## src/sv/slcfp_pkg.sv

```systemverilog
// Shared types, constants and the CRC-8 step for the sync/length/CRC-8 frame parser.
// No dependencies; imported by slcfp_parser, slcfp_out_stage and the top level.
package slcfp_pkg;

  localparam logic [7:0] SYNC_A      = 8'h51;
  localparam logic [7:0] SYNC_B      = 8'hAC;
  localparam logic [7:0] TYPE_READY  = 8'h40;
  localparam logic [7:0] TYPE_METRIC = 8'h55;
  localparam logic [7:0] CRC_INIT    = 8'h01;
  localparam logic [7:0] CRC_POLY    = 8'h8C;  // reflected Dallas/Maxim polynomial

  localparam int unsigned LEN_W    = 15;
  localparam int unsigned METRIC_W = 32;

  typedef enum logic [1:0] {
    EV_READY = 2'd0,
    EV_GOOD  = 2'd1,
    EV_BAD   = 2'd2
  } event_e;

  typedef struct packed {
    event_e              event_res;
    logic [7:0]          frame_type;
    logic [LEN_W-1:0]    frame_length;
    logic                metric_valid;
    logic [METRIC_W-1:0] metric_value;
  } result_t;

  // One byte through the reflected CRC-8, bit at a time.
  function automatic logic [7:0] crc8_step(input logic [7:0] crc, input logic [7:0] b);
    logic [7:0] c;
    c = crc ^ b;
    for (int i = 0; i < 8; i++) begin
      c = c[0] ? ((c >> 1) ^ CRC_POLY) : (c >> 1);
    end
    return c;
  endfunction

endpackage

```

## src/sv/slcfp_parser.sv

```systemverilog
// Frame parser state machine: sync hunt, length decode, CRC-8 and metric capture.
// Depends on slcfp_pkg.
module slcfp_parser (
  input  logic              clk_i,
  input  logic              rst_ni,
  input  logic              enable_i,
  input  logic              byte_valid_i,
  input  logic [7:0]        byte_i,
  input  logic              result_ready_i,
  output logic              byte_take_o,
  output logic              res_valid_o,
  output slcfp_pkg::result_t res_o
);
  import slcfp_pkg::*;

  localparam logic [2:0] PH_SYNC1 = 3'd0;
  localparam logic [2:0] PH_SYNC2 = 3'd1;
  localparam logic [2:0] PH_LEN1  = 3'd2;
  localparam logic [2:0] PH_LEN2  = 3'd3;
  localparam logic [2:0] PH_TYPE  = 3'd4;
  localparam logic [2:0] PH_DATA  = 3'd5;
  localparam logic [2:0] PH_CHECK = 3'd6;

  logic [2:0]          phase_q, phase_d;
  logic [LEN_W-1:0]    len_q, len_d;
  logic [LEN_W-1:0]    count_q, count_d;
  logic [7:0]          crc_q, crc_d;
  logic [7:0]          type_q, type_d;
  logic [METRIC_W-1:0] metric_q, metric_d;

  logic                emit;
  logic                good;
  logic                met;
  logic [LEN_W-1:0]    count_inc;
  logic [1:0]          lane;
  logic                advance;

  assign count_inc = count_q + LEN_W'(1);
  assign lane      = count_q[1:0] - 2'd2;  // data byte 2..5 -> lane 0..3

  always_comb begin
    phase_d  = phase_q;
    len_d    = len_q;
    count_d  = count_q;
    crc_d    = crc_q;
    type_d   = type_q;
    metric_d = metric_q;
    emit     = 1'b0;
    good     = (byte_i == crc_q);
    met      = good && (type_q == TYPE_METRIC);
    res_o.event_res    = EV_READY;
    res_o.frame_type   = type_q;
    res_o.frame_length = len_q;
    res_o.metric_valid = 1'b0;
    res_o.metric_value = '0;
    unique case (phase_q)
      PH_SYNC2: begin
        phase_d = (byte_i == SYNC_B) ? PH_LEN1 : PH_SYNC1;
      end
      PH_LEN1: begin
        len_d   = LEN_W'(byte_i);
        phase_d = byte_i[7] ? PH_LEN2 : PH_TYPE;
      end
      PH_LEN2: begin
        len_d   = {byte_i, len_q[6:0]};
        phase_d = PH_TYPE;
      end
      PH_TYPE: begin
        type_d   = byte_i;
        metric_d = '0;
        if (byte_i == TYPE_READY) begin
          emit             = 1'b1;
          res_o.frame_type = byte_i;
          phase_d          = PH_SYNC1;
          count_d          = '0;
          crc_d            = CRC_INIT;
        end else begin
          crc_d   = crc8_step(CRC_INIT, byte_i);
          count_d = LEN_W'(1);
          phase_d = (len_q <= LEN_W'(2)) ? PH_CHECK : PH_DATA;
        end
      end
      PH_DATA: begin
        if (count_q >= LEN_W'(2) && count_q <= LEN_W'(5)) begin
          metric_d = metric_q | (METRIC_W'(byte_i) << {lane, 3'b000});
        end
        crc_d   = crc8_step(crc_q, byte_i);
        count_d = count_inc;
        // length >= 3 here, so the subtraction cannot wrap
        if (count_inc > (len_q - LEN_W'(2))) begin
          phase_d = PH_CHECK;
        end
      end
      PH_CHECK: begin
        emit               = 1'b1;
        res_o.event_res    = good ? EV_GOOD : EV_BAD;
        res_o.metric_valid = met;
        res_o.metric_value = met ? metric_q : '0;
        phase_d            = PH_SYNC1;
        count_d            = '0;
        crc_d              = CRC_INIT;
      end
      default: begin
        phase_d = (byte_i == SYNC_A) ? PH_SYNC2 : PH_SYNC1;
      end
    endcase
  end

  // A byte that ends a frame waits for room in the result register.
  assign res_valid_o = byte_valid_i && enable_i && emit;
  assign byte_take_o = byte_valid_i && (!(enable_i && emit) || result_ready_i);
  assign advance     = byte_take_o && enable_i;

  always_ff @(posedge clk_i or negedge rst_ni) begin
    if (!rst_ni) begin
      phase_q  <= PH_SYNC1;
      len_q    <= '0;
      count_q  <= '0;
      crc_q    <= CRC_INIT;
      type_q   <= '0;
      metric_q <= '0;
    end else if (advance) begin
      phase_q  <= phase_d;
      len_q    <= len_d;
      count_q  <= count_d;
      crc_q    <= crc_d;
      type_q   <= type_d;
      metric_q <= metric_d;
    end
  end

  a_hunt_clean: assert property (@(posedge clk_i) disable iff (!rst_ni)
    (phase_q == PH_SYNC1) |-> (crc_q == CRC_INIT && count_q == '0))
    else $error("hunt phase with stale CRC or count");

  a_emit_returns_hunt: assert property (@(posedge clk_i) disable iff (!rst_ni)
    (res_valid_o && byte_take_o) |=> (phase_q == PH_SYNC1))
    else $error("parser did not return to hunt after a frame ended");

  a_metric_only_good: assert property (@(posedge clk_i) disable iff (!rst_ni)
    (res_valid_o && res_o.metric_valid) |->
      (res_o.event_res == EV_GOOD && res_o.frame_type == TYPE_METRIC))
    else $error("metric flagged on a frame that is not a good metric frame");

  a_no_result_disabled: assert property (@(posedge clk_i) disable iff (!rst_ni)
    res_valid_o |-> enable_i)
    else $error("result raised while parser disabled");

endmodule

```

## src/sv/slcfp_out_stage.sv

```systemverilog
// Result register between the parser and the output channel.
// Depends on slcfp_pkg.
module slcfp_out_stage (
  input  logic               clk_i,
  input  logic               rst_ni,
  input  logic               res_valid_i,
  input  slcfp_pkg::result_t res_i,
  output logic               slot_free_o,
  output logic               out_valid_o,
  input  logic               out_ready_i,
  output slcfp_pkg::result_t res_o
);
  import slcfp_pkg::*;

  logic    valid_q, valid_d;
  result_t res_q;
  logic    load;

  assign slot_free_o = !valid_q || out_ready_i;
  assign load        = res_valid_i && slot_free_o;

  always_comb begin
    valid_d = valid_q;
    if (load) begin
      valid_d = 1'b1;
    end else if (out_ready_i) begin
      valid_d = 1'b0;
    end
  end

  always_ff @(posedge clk_i or negedge rst_ni) begin
    if (!rst_ni) begin
      valid_q <= 1'b0;
    end else begin
      valid_q <= valid_d;
    end
  end

  always_ff @(posedge clk_i) begin
    if (load) begin
      res_q <= res_i;
    end
  end

  assign out_valid_o = valid_q;
  assign res_o       = res_q;

  a_load_sets_valid: assert property (@(posedge clk_i) disable iff (!rst_ni)
    load |=> valid_q)
    else $error("loaded result not presented");

  a_no_overwrite: assert property (@(posedge clk_i) disable iff (!rst_ni)
    (valid_q && !out_ready_i) |-> !load)
    else $error("pending result overwritten");

  a_event_code: assert property (@(posedge clk_i) disable iff (!rst_ni)
    valid_q |-> (res_q.event_res == EV_READY || res_q.event_res == EV_GOOD ||
                 res_q.event_res == EV_BAD))
    else $error("undefined event code on output");

endmodule

```

## src/sv/sync_length_crc8_frame_parser_core.sv

```systemverilog
// Sync/length/CRC-8 frame parser: one received byte per input transaction; at most one
// result transaction per byte, raised when a frame ends (ready message, good or bad
// checksum). Each byte passes an input register, then the parser state machine with a
// single CRC-8 byte step, then a result register, so a byte can be taken every cycle; a
// byte that ends a frame waits in the input register only while the result register
// still holds an untaken result. Bytes are ignored while enable is 0. Depends on
// slcfp_pkg, slcfp_parser and slcfp_out_stage.
module sync_length_crc8_frame_parser_core (
  input  logic        clk_i,
  input  logic        rst_ni,
  input  logic        cfg_we_i,
  input  logic        cfg_wdata_i,
  input  logic        in_valid_i,
  output logic        in_ready_o,
  input  logic [7:0]  rx_byte_i,
  output logic        out_valid_o,
  input  logic        out_ready_i,
  output logic [1:0]  event_res_o,
  output logic [7:0]  frame_type_o,
  output logic [14:0] frame_length_o,
  output logic        metric_valid_o,
  output logic [31:0] metric_value_o
);
  import slcfp_pkg::*;

  logic       enable_q;
  logic       in_valid_q, in_valid_d;
  logic [7:0] in_byte_q;
  logic       in_accept;
  logic       byte_take;
  logic       res_valid;
  logic       slot_free;
  result_t    res_parse;
  result_t    res_out;

  always_ff @(posedge clk_i or negedge rst_ni) begin
    if (!rst_ni) begin
      enable_q <= 1'b1;
    end else if (cfg_we_i) begin
      enable_q <= cfg_wdata_i;
    end
  end

  assign in_ready_o = !in_valid_q || byte_take;
  assign in_accept  = in_valid_i && in_ready_o;

  always_comb begin
    in_valid_d = in_valid_q;
    if (in_accept) begin
      in_valid_d = 1'b1;
    end else if (byte_take) begin
      in_valid_d = 1'b0;
    end
  end

  always_ff @(posedge clk_i or negedge rst_ni) begin
    if (!rst_ni) begin
      in_valid_q <= 1'b0;
    end else begin
      in_valid_q <= in_valid_d;
    end
  end

  always_ff @(posedge clk_i) begin
    if (in_accept) begin
      in_byte_q <= rx_byte_i;
    end
  end

  slcfp_parser u_parser (
    .clk_i         (clk_i),
    .rst_ni        (rst_ni),
    .enable_i      (enable_q),
    .byte_valid_i  (in_valid_q),
    .byte_i        (in_byte_q),
    .result_ready_i(slot_free),
    .byte_take_o   (byte_take),
    .res_valid_o   (res_valid),
    .res_o         (res_parse)
  );

  slcfp_out_stage u_out (
    .clk_i      (clk_i),
    .rst_ni     (rst_ni),
    .res_valid_i(res_valid),
    .res_i      (res_parse),
    .slot_free_o(slot_free),
    .out_valid_o(out_valid_o),
    .out_ready_i(out_ready_i),
    .res_o      (res_out)
  );

  assign event_res_o    = res_out.event_res;
  assign frame_type_o   = res_out.frame_type;
  assign frame_length_o = res_out.frame_length;
  assign metric_valid_o = res_out.metric_valid;
  assign metric_value_o = res_out.metric_value;

  a_take_needs_byte: assert property (@(posedge clk_i) disable iff (!rst_ni)
    byte_take |-> in_valid_q)
    else $error("parser consumed an empty input register");

  a_result_from_byte: assert property (@(posedge clk_i) disable iff (!rst_ni)
    res_valid |-> (in_valid_q && enable_q))
    else $error("result raised without a pending enabled byte");

  a_held_byte_stalls: assert property (@(posedge clk_i) disable iff (!rst_ni)
    (in_valid_q && !byte_take) |=> (in_valid_q && $stable(in_byte_q)))
    else $error("pending byte lost or changed");

endmodule

```

## config.mk

```make
export PLATFORM = sky130hd
export DESIGN_NAME = sync_length_crc8_frame_parser_core
export DESIGN_NICKNAME = d
export VERILOG_FILES = /design/src/sv/slcfp_pkg.sv /design/src/sv/slcfp_parser.sv /design/src/sv/slcfp_out_stage.sv /design/src/sv/sync_length_crc8_frame_parser_core.sv
export SDC_FILE = /design/constraint.sdc
export NUM_CORES = 1
export LEC_CHECK = 0
export CORE_MARGIN = 1.5
export CORE_UTILIZATION = 66
export DETAILED_ROUTE_END_ITERATION = 6
export DONT_BUFFER_PORTS = 1
export GPL_TIMING_DRIVEN = 0
export PLACE_DENSITY = 0.86
export SETUP_SLACK_MARGIN = 0.4
export SYNTH_ARGS = -nofsm -noshare
export SYNTH_HDL_FRONTEND = slang
export SYNTH_SLANG_ARGS = --single-unit
```

## constraint.sdc

```tcl
create_clock -name clk_i -period 12.55 [get_ports clk_i]
set_clock_uncertainty 0.2 [all_clocks]
set_input_delay 0.6275 -clock clk_i [delete_from_list [all_inputs] [get_ports clk_i]]
set_output_delay 0.6275 -clock clk_i [all_outputs]
set_load 0.02 [all_outputs]
```

==> impl_metrics.yaml, run 1 <==
status:
  status: "complete, no violations"
global_route:
  grt_usage_pct: 30.7
  grt-ovfl-total: 0
  grt_pass1_vias: 5074
  grt_pass1_wl_mm: 26.4
  antenna_found_initial: 0
  grt_max_degree: 85
drt:
  routed_wirelength_mm: 16.8
  post_drt_wl_per_cell_um: 20.9
  vias_per_cell: 6.30
  drt_iter0_markers: 532
  drt_pass1_iterations: 6
  ant_nets: 0
  drc: 0
  vias: 5072
layout:
  final_cell_mix: "82 x dfrtp_1, 66 x edfxtp_1, 59 x nor2_1"
  layoutNonFillerInstCount: 805
  drive_above_1_share_pct: 12.6
  diodes: 0
  fill_cells: 645
  fin_util_pct: 76.3
  nets: 685
  area_growth_pct: 13.5
  final_common_cell: "dfrtp_1"
critical_path:
  slowest_delay_ps: 690
  path_depth: 11
  path_max_fanout: 9
  cp.arrival_ps: 4320
  crit_path_end: "u_parser.phase_q[1]"
  path_buf_inv: 0
  reg2regPathDepth: 11
  crit_start: "u_parser.count_q[0]"
  slowest_stage: "a2111oi_0"
  critPathCaptureType: "register"
  start_kind: "register"
  critical_path_class: "reg -> reg"
  rr_startpoint: "u_parser.count_q[0]"
  cpLargestDelayFamily: "compound AO/OA/AOI/OAI gates"
  r2r-end: "u_parser.phase_q[1]"
  path_cells: "ha_1 -> nand3_1 -> nor2_1 -> and3_1 -> xor2_1 -> ha_1 -> a21o_1 -> a21o_1 -> a2111oi_0 -> a21oi_1 -> mux2_1"
  required_ps: 12760
  ff2ff_setup_slack_ps: 8440
timing:
  slew_viol_final: 0
  fin_ws_ps: 8440
  period_share_pct: 32.8
  fmax_mhz: 243
  finalSetupViolCount: 0
  setup_tns_ps: 0
  maxSlewHeadroom_pct: 36.7
  fin_crit_ps: 4110
  finalHoldViolCount: 0
  grt_setup_unrepaired: "no"
  worst_slew_pin_slew_ps: 935
  whs_ps: 62.9
die:
  rows: 38
  die_h_um: 108
  initial_core_util_pct: 67.2
  die_w_um: 108
  io_pins: 74
  coreArea_um2: 10700
  die_area_um2: 11600
placement:
  dp.cells: 762
  dp_hpwl_mm: 10.8
  portBuffers: 0
  dp_worst_setup_slack_ps: 8520
  place_congestion: 0.913
power_and_ir_drop:
  power.leakage_nw: 3.37
  cellPowerDensity_nw_per_um2: 242
  ir_worst_vdd_v: 0.000133
clock_tree:
  cts-htree-levels: 4
  cts_hold_buf: 10
  cts_resized: 0
  clk_pin_slew_ps: 70
  cts_sinks: 150
  clkLatencyLatePin_ps: 530
  cts.path.max_buffers: 2
  post_cts_buffers: 0
  cts-root-buf: "clkbuf_8"
  cts_tree: "yes"
  numCtsBuffers: 17
logic_synthesis:
  synth_area_um2: 7220
  yosysSeqAreaShare_pct: 56.6
  async_flop_share_pct: 56.0
  synth_ff_type: "dfrtp_1"
  yosysWarnings: 0
  synth_cells: 621
  ys_ff_latch: 150
  synth_nets: 654
  synth_edf_count: 66
  syn_avg_cell_area_um2: 11.6
  yosysUniqueCellTypes: 67
job:
  maxCapViolations: 0
min_path:
  hold_class: "in -> reg"
## metal layers
layer / vias to the layer above / wire length [um] / global-route usage (%)
met5: - / 0 / 0
met4: 0 / 497 / 14.0
met3: 52 / 1380 / 6.48
met2: 287 / 8180 / 48.2
met1: 2462 / 6780 / 41.4
li1: 2271 / - / -
## worst min-delay path by stage
| stage | start | end | slack, ps | cells past startpoint |
|---|---|---|---|---|
| 3_3_place_gp | rst_ni | u_parser.count_q[9] | 140 | 0 |
| 3_5_place_dp | rst_ni | u_parser.count_q[9] | 130 | 0 |
| 4_1_cts | in_valid_i | in_valid_q | 6 | 1 |
| 6_report | cfg_wdata_i | enable_q | 60 | 1 |
| 5_1_grt | cfg_wdata_i | enable_q | 50 | 1 |
| 2_1_floorplan | rst_ni | in_valid_q | 130 | 0 |
## sequential cells by signal (all words and copies together) (netlist names)
name               count
u_out.res_o           58
u_parser.metric_q     32
u_parser.count_q      15
u_parser.len_q        15
in_byte_q              8
u_parser.crc_q         8
u_parser.type_q        8
u_parser.phase_q       3
enable_q               1
in_valid_q             1
u_out.out_valid_o      1
## cells in the mapped netlist, types with 5 or more instances
master    instances  area, um2
buf_2             8       40.0
clkbuf_1         14       52.6
a21o_1            7       52.6
nand3_1           9       45.0
nor2_1           59        221
mux2_4            5       75.1
nor3_1           10       50.1
a31oi_1           5       31.3
mux2_2            9        101
inv_1            14       52.6
a21oi_1          41        205
or4_1             6       45.0
nand4_1           6       37.5
nand2_1          42        158
and2_1           44        275
ha_1             19        238
xnor2_1          35        307
dfrtp_1          82       2050
edfxtp_1         66       1980
xor2_1           17        149
o31ai_1           7       52.6
o21ai_0          29        145
nand2b_1          6       37.5
## where the power goes
| part | switching, mW | internal, mW | leakage [nW] |
|---|---|---|---|
| clock network | 0.225 | 0.333 | 0.317 |
| registers | 0.0961 | 0.596 | 1.64 |
| logic | 0.408 | 0.327 | 1.41 |
## cells by family after synthesis
| group | synth area share [%] |
|---|---|
| muxes | 2.88 |
| DFF | 56.6 |
| adders and majority gates | 3.29 |
| buffers and inverters | 2.63 |
| AOI/OAI and AO/OA | 10.4 |
| and+or+nand+nor | 16.7 |
| xor gates and xnor gates | 7.49 |
## final cells by class
class	count	area, um2	share of cell area (%)
Inverter	14	52.6	0.641
Sequential cell	150	4090	49.9
Tap cell	140	175	2.14
Buffer	29	138	1.68
Clock inverter	15	231	2.82
Timing Repair Buffer	12	148	1.80
Clock buffer	17	414	5.05
Multi-Input combinational cell	428	2950	36.0
## per-stage QoR
stage               instance area [um2]  power (mW)
CTS                                8180        1.97
finish                             8190        1.98
global placement                   7390        1.37
global route                       8190        2.10
floorplan                          7220        1.25
detailed placement                 7420        1.40
Power figures use the tool's default switching activity.
==> inputs of run 2 (changes only) <==
--- a/config.mk
+++ b/config.mk
@@ -6,11 +6,11 @@
 export NUM_CORES = 1
 export LEC_CHECK = 0
 export CORE_MARGIN = 1.5
-export CORE_UTILIZATION = 66
+export CORE_UTILIZATION = 64
 export DETAILED_ROUTE_END_ITERATION = 6
 export DONT_BUFFER_PORTS = 1
 export GPL_TIMING_DRIVEN = 0
-export PLACE_DENSITY = 0.86
+export PLACE_DENSITY = 0.84
 export SETUP_SLACK_MARGIN = 0.4
 export SYNTH_ARGS = -nofsm -noshare
 export SYNTH_HDL_FRONTEND = slang
==> constraint.sdc (replaced) <==
create_clock -name clk_i -period 4.3 [get_ports clk_i]
set_clock_uncertainty 0.2 [all_clocks]
set_input_delay 0.215 -clock clk_i [delete_from_list [all_inputs] [get_ports clk_i]]
set_output_delay 0.215 -clock clk_i [all_outputs]
set_load 0.02 [all_outputs]
==> impl_metrics.yaml, run 2 (synthesis gave the netlist of run 1 again) <==
critical_path:
  slowest_stage: "dfrtp_1"
  cp.arrival_ps: 3850
  critPathCaptureType: "register"
  slowest_delay_ps: 520
  path_cells: "ha_1 -> nand3_1 -> nor2_2 -> and3_1 -> xor2_1 -> ha_1 -> a21o_1 -> a21o_1 -> a2111oi_2 -> a21oi_1 -> mux2_1"
  required_ps: 4410
  start_kind: "register"
  cpLargestDelayFamily: "compound AO/OA/AOI/OAI gates"
  path_max_fanout: 9
  critical_path_class: "reg -> reg"
  path_buf_inv: 0
job:
  maxCapViolations: 0
layout:
  fill_cells: 680
  final_cell_mix: "81 x dfrtp_1, 66 x edfxtp_1, 58 x nor2_1"
  drive_above_1_share_pct: 13.0
  fin_area_um2: 8180
  largest_reg_flops: 58
  diodes: 0
  final_common_cell: "dfrtp_1"
  nets: 688
  area_growth_pct: 13.3
timing:
  setup_tns_ps: 0
  maxSlewHeadroom_pct: 31.8
  finalSetupViolCount: 0
  slew_viol_final: 0
  fin_crit_ps: 3740
  finalHoldViolCount: 0
  worst_slew_pin_slew_ps: 1010
  grt_setup_unrepaired: "no"
  fmax_mhz: 267
  period_share_pct: 87.0
die:
  die_h_um: 109
  coreArea_um2: 10900
  die_w_um: 109
  die_area_um2: 11900
  io_pins: 74
  initial_core_util_pct: 66.0
  rows: 38
placement:
  place_area_um2: 7420
  portBuffers: 0
  dp_hpwl_mm: 11.3
  place_congestion: 0.912
drt:
  routed_wirelength_mm: 17.6
  vias: 5142
  drc: 0
  post_drt_wl_per_cell_um: 21.8
  ant_nets: 0
  vias_per_cell: 6.36
  drt_iter0_markers: 606
  drt_pass1_iterations: 6
clock_tree:
  post_cts_buffers: 0
  cts-htree-levels: 4
  numCtsBuffers: 17
  clk_pin_slew_ps: 70
  clkLatencyLatePin_ps: 430
  cts.path.max_buffers: 2
  cts-root-buf: "clkbuf_16"
  cts_tree: "yes"
  cts_sinks: 150
status:
  status: "complete, no violations"
power_and_ir_drop:
  cellPowerDensity_nw_per_um2: 699
  power.leakage_nw: 3.35
  finalPower_mw: 5.72
  ir_worst_vdd_v: 0.000428
global_route:
  antenna_found_initial: 0
  grt-ovfl-total: 0
  grt_pass1_vias: 5088
  grt_max_degree: 85
  grt_pass1_wl_mm: 27.3
  grt_usage_pct: 31.1
min_path:
  hold_class: "in -> async"
## run 2: cell types whose count changed in the layout (fill, tap and decap cells not counted), sizes merged
cell and change:
inv -3, bufinv -3, dlygate4sd3 +3, clkinv +3, clkinvlp +3
## run 2: repair_timing
item | in CTS | in global routing
endpoints found under the setup margin | 1 | 1
gates resized for setup | 2 | 2
endpoints found under the hold margin | 103 | 0
hold buffers | 14 | 0
## run 2: area by class of cell
cell class / instances / area (um2) / area share (%)
tap: 140 / 175 / 2.14
clock buffer: 17 / 425 / 5.20
sequential: 150 / 4090 / 50.0
timing repair buffer: 15 / 178 / 2.17
inverter: 14 / 52.6 / 0.642
buffer: 29 / 138 / 1.68
clock inverter: 15 / 165 / 2.02
multi-input combinational: 428 / 2960 / 36.2
## run 2: final timing paths
path                                           start                    to  slack, ps  depth (start not counted)
worst max-delay path             u_parser.count_q[1]   u_parser.phase_q[1]        560                         11
worst min register to register  u_parser.metric_q[0]  u_parser.metric_q[0]        300                          2
max in group asynchronous                     rst_ni     u_parser.crc_q[0]       3400                          2
min in group clk_i                      rx_byte_i[4]          in_byte_q[4]        210                          1
worst max register to register   u_parser.count_q[1]   u_parser.phase_q[1]        560                         11
worst min-delay path                          rst_ni   u_parser.count_q[9]        130                          2
## run 2: power breakdown
| part | leakage, nW | total, mW | internal [mW] | switching (mW) |
|---|---|---|---|---|
| sequential | 1.64 | 2.03 | 1.74 | 0.286 |
| clock | 0.280 | 1.47 | 0.820 | 0.654 |
| combinational | 1.42 | 2.22 | 0.973 | 1.24 |
## run 2: per-layer routing
metal  vias to the layer above  wire, um  global-route usage [%]
met3                        45      1400                    6.63
met2                       319      8870                    50.7
li1                       2277         -                       -
met1                      2501      6870                    40.5
met4                         0       458                    12.8
met5                         -         0                       0
## run 2: stage by stage
step	cells	utilization [%]	hold slack (ps)	worst slack, ps
6_report	808	74.8	131	557
5_1_grt	808	74.8	207	404
4_1_cts	808	74.8	164	523
3_5_place_dp	762	67.9	-277	311
3_3_place_gp	761	67.6	-276	89.3
2_1_floorplan	621	-	-281	781
==> inputs of run 3 (changes only) <==
--- a/config.mk
+++ b/config.mk
@@ -5,6 +5,7 @@
 export SDC_FILE = /design/constraint.sdc
 export NUM_CORES = 1
 export LEC_CHECK = 0
+export CORE_ASPECT_RATIO = 1.25
 export CORE_MARGIN = 1.5
 export CORE_UTILIZATION = 64
 export DETAILED_ROUTE_END_ITERATION = 6
==> impl_metrics.yaml, run 3 (synthesis gave the netlist of run 1 again) <==
status:
  status: "complete, no violations"
critical_path:
  critPathCaptureType: "register"
  crit_path_frequent_cell: "a21o_1"
  slowest_delay_ps: 480
  path_cells: "ha_2 -> nand3_1 -> nor2_2 -> and3_1 -> xor2_1 -> ha_1 -> a21o_1 -> a21o_1 -> a2111oi_2 -> a21oi_1 -> mux2_1"
  ff2ff_setup_slack_ps: 680
  rr_startpoint: "u_parser.count_q[0]"
  r2r-end: "u_parser.phase_q[1]"
  reg2regPathDepth: 11
  path_max_fanout: 9
  required_ps: 4400
  slowest_stage: "dfrtp_2"
  cp.arrival_ps: 3720
  critical_path_class: "reg -> reg"
  start_kind: "register"
min_path:
  min-delay-start: "in_valid_i"
  min_to: "in_byte_q[0]"
  hold_path_depth: 1
  hold_class: "in -> reg"
die:
  io_pins: 74
  initial_core_util_pct: 65.4
  die_area_um2: 11900
  rows: 43
  coreArea_um2: 11000
  die_w_um: 98.0
  die_h_um: 122
global_route:
  grt_pass1_vias: 4948
  grt_max_degree: 85
  grt_pass1_wl_mm: 25.2
  antenna_found_initial: 0
  grt-ovfl-total: 0
  grt_usage_pct: 27.9
clock_tree:
  clkLatencyLatePin_ps: 420
  cts_sinks: 150
  cts.path.max_buffers: 2
  cts_tree: "yes"
  post_cts_buffers: 0
  clk_pin_slew_ps: 70
  numCtsBuffers: 17
  cts-htree-levels: 4
  cts-root-buf: "clkbuf_16"
placement:
  place_congestion: 0.941
  dp_hpwl_mm: 10.9
  dp.cells: 757
  portBuffers: 0
timing:
  finalHoldViolCount: 0
  fin_crit_ps: 3620
  slew_viol_final: 0
  fmax_mhz: 276
  grt_setup_unrepaired: "no"
  maxSlewHeadroom_pct: 35.0
  worst_slew_pin_slew_ps: 960
  period_share_pct: 84.2
  finalSetupViolCount: 0
  whs_ps: 23.8
layout:
  fin_util_pct: 74.5
  drive_above_1_share_pct: 13.3
  layoutNonFillerInstCount: 803
  multi_input_area_um2: 2960
  diodes: 0
  final_common_cell: "dfrtp_1"
  largest_reg_flops: 58
  fill_cells: 698
  nets: 688
  regArea_um2: 4090
  area_growth_pct: 13.9
  final_cell_mix: "80 x dfrtp_1, 66 x edfxtp_1, 58 x nor2_1"
drt:
  drt_iter0_markers: 348
  post_drt_wl_per_cell_um: 19.7
  drc: 0
  vias: 4939
  routed_wirelength_mm: 15.8
  drt_pass1_iterations: 6
  vias_per_cell: 6.15
  ant_nets: 0
power_and_ir_drop:
  cellPowerDensity_nw_per_um2: 703
  ir_worst_vdd_v: 0.000396
  power.leakage_nw: 3.37
  finalPower_mw: 5.78
job:
  maxCapViolations: 0
[run 3: cell count changes in the layout (fill, tap and decap cells not counted), sizes merged]
| cell | delta |
|---|---|
| clkinv | -3 |
| bufinv | +2 |
| inv | +2 |
| clkinvlp | -1 |
[run 3: worst max-delay path by stage]
| stage | from | endpoint | slack, ps | depth (start not counted) |
|---|---|---|---|---|
| final | u_parser.count_q[0] | u_parser.phase_q[1] | 680 | 11 |
| after global routing | u_parser.count_q[0] | u_parser.phase_q[1] | 450 | 11 |
| after CTS | u_parser.count_q[0] | u_parser.phase_q[1] | 480 | 11 |
| after detailed placement | u_parser.count_q[0] | u_parser.phase_q[1] | 190 | 11 |
| after global placement | u_parser.phase_q[1] | u_out.res_o[52] | -110 | 6 |
| after floorplan | in_byte_q[5] | u_out.res_o[0] | 780 | 5 |
[run 3: worst max-delay path, delay by kind of cell (launching register included)]
kind / cells / cell delay, ps
AND/OR/NAND/NOR: 3 / 740
multiplexers: 1 / 330
adder cells (fa/ha/maj): 2 / 550
XOR/XNOR: 1 / 180
AO/OA/AOI/OAI: 4 / 1030
flip-flops: 1 / 480
[run 3: power breakdown]
| group | switching, mW | internal, mW | total (mW) |
|---|---|---|---|
| combinational | 1.22 | 0.972 | 2.19 |
| clock | 0.642 | 0.938 | 1.58 |
| sequential | 0.271 | 1.74 | 2.01 |
[run 3: repair_timing]
item / CTS / global route
cloned: 0 / 0
endpoints found under the hold margin: 95 / 0
hold buffers: 14 / 0
endpoints found under the setup margin: 2 / 2
resized for setup: 2 / 4
[run 3: final cells by class]
| class | instances | area share [%] |
|---|---|---|
| Sequential cell | 150 | 49.7 |
| Multi-Input combinational cell | 428 | 36.0 |
| Clock buffer | 17 | 5.17 |
| Clock inverter | 15 | 2.56 |
| Timing Repair Buffer | 15 | 2.16 |
| Tap cell | 135 | 2.05 |
| Buffer | 29 | 1.67 |
| Inverter | 14 | 0.639 |
[run 3: metal layers]
layer  vias up  global-route usage [%]  routed length, um
met3        57                    7.29                866
li1       2278                       -                  -
met4         0                    15.0                694
met2       206                    47.7               8200
met5         -                       0                  0
met1      2398                    32.2               6050
[run 3: metrics by stage]
stage          TNS, ps  cell area, um2  setup WS [ps]
2_1_floorplan        0            7220            781
3_3_place_gp     -6290            7390           -113
3_5_place_dp         0            7410            194
4_1_cts              0            8210            481
5_1_grt              0            8220            447
6_report             0            8220            677
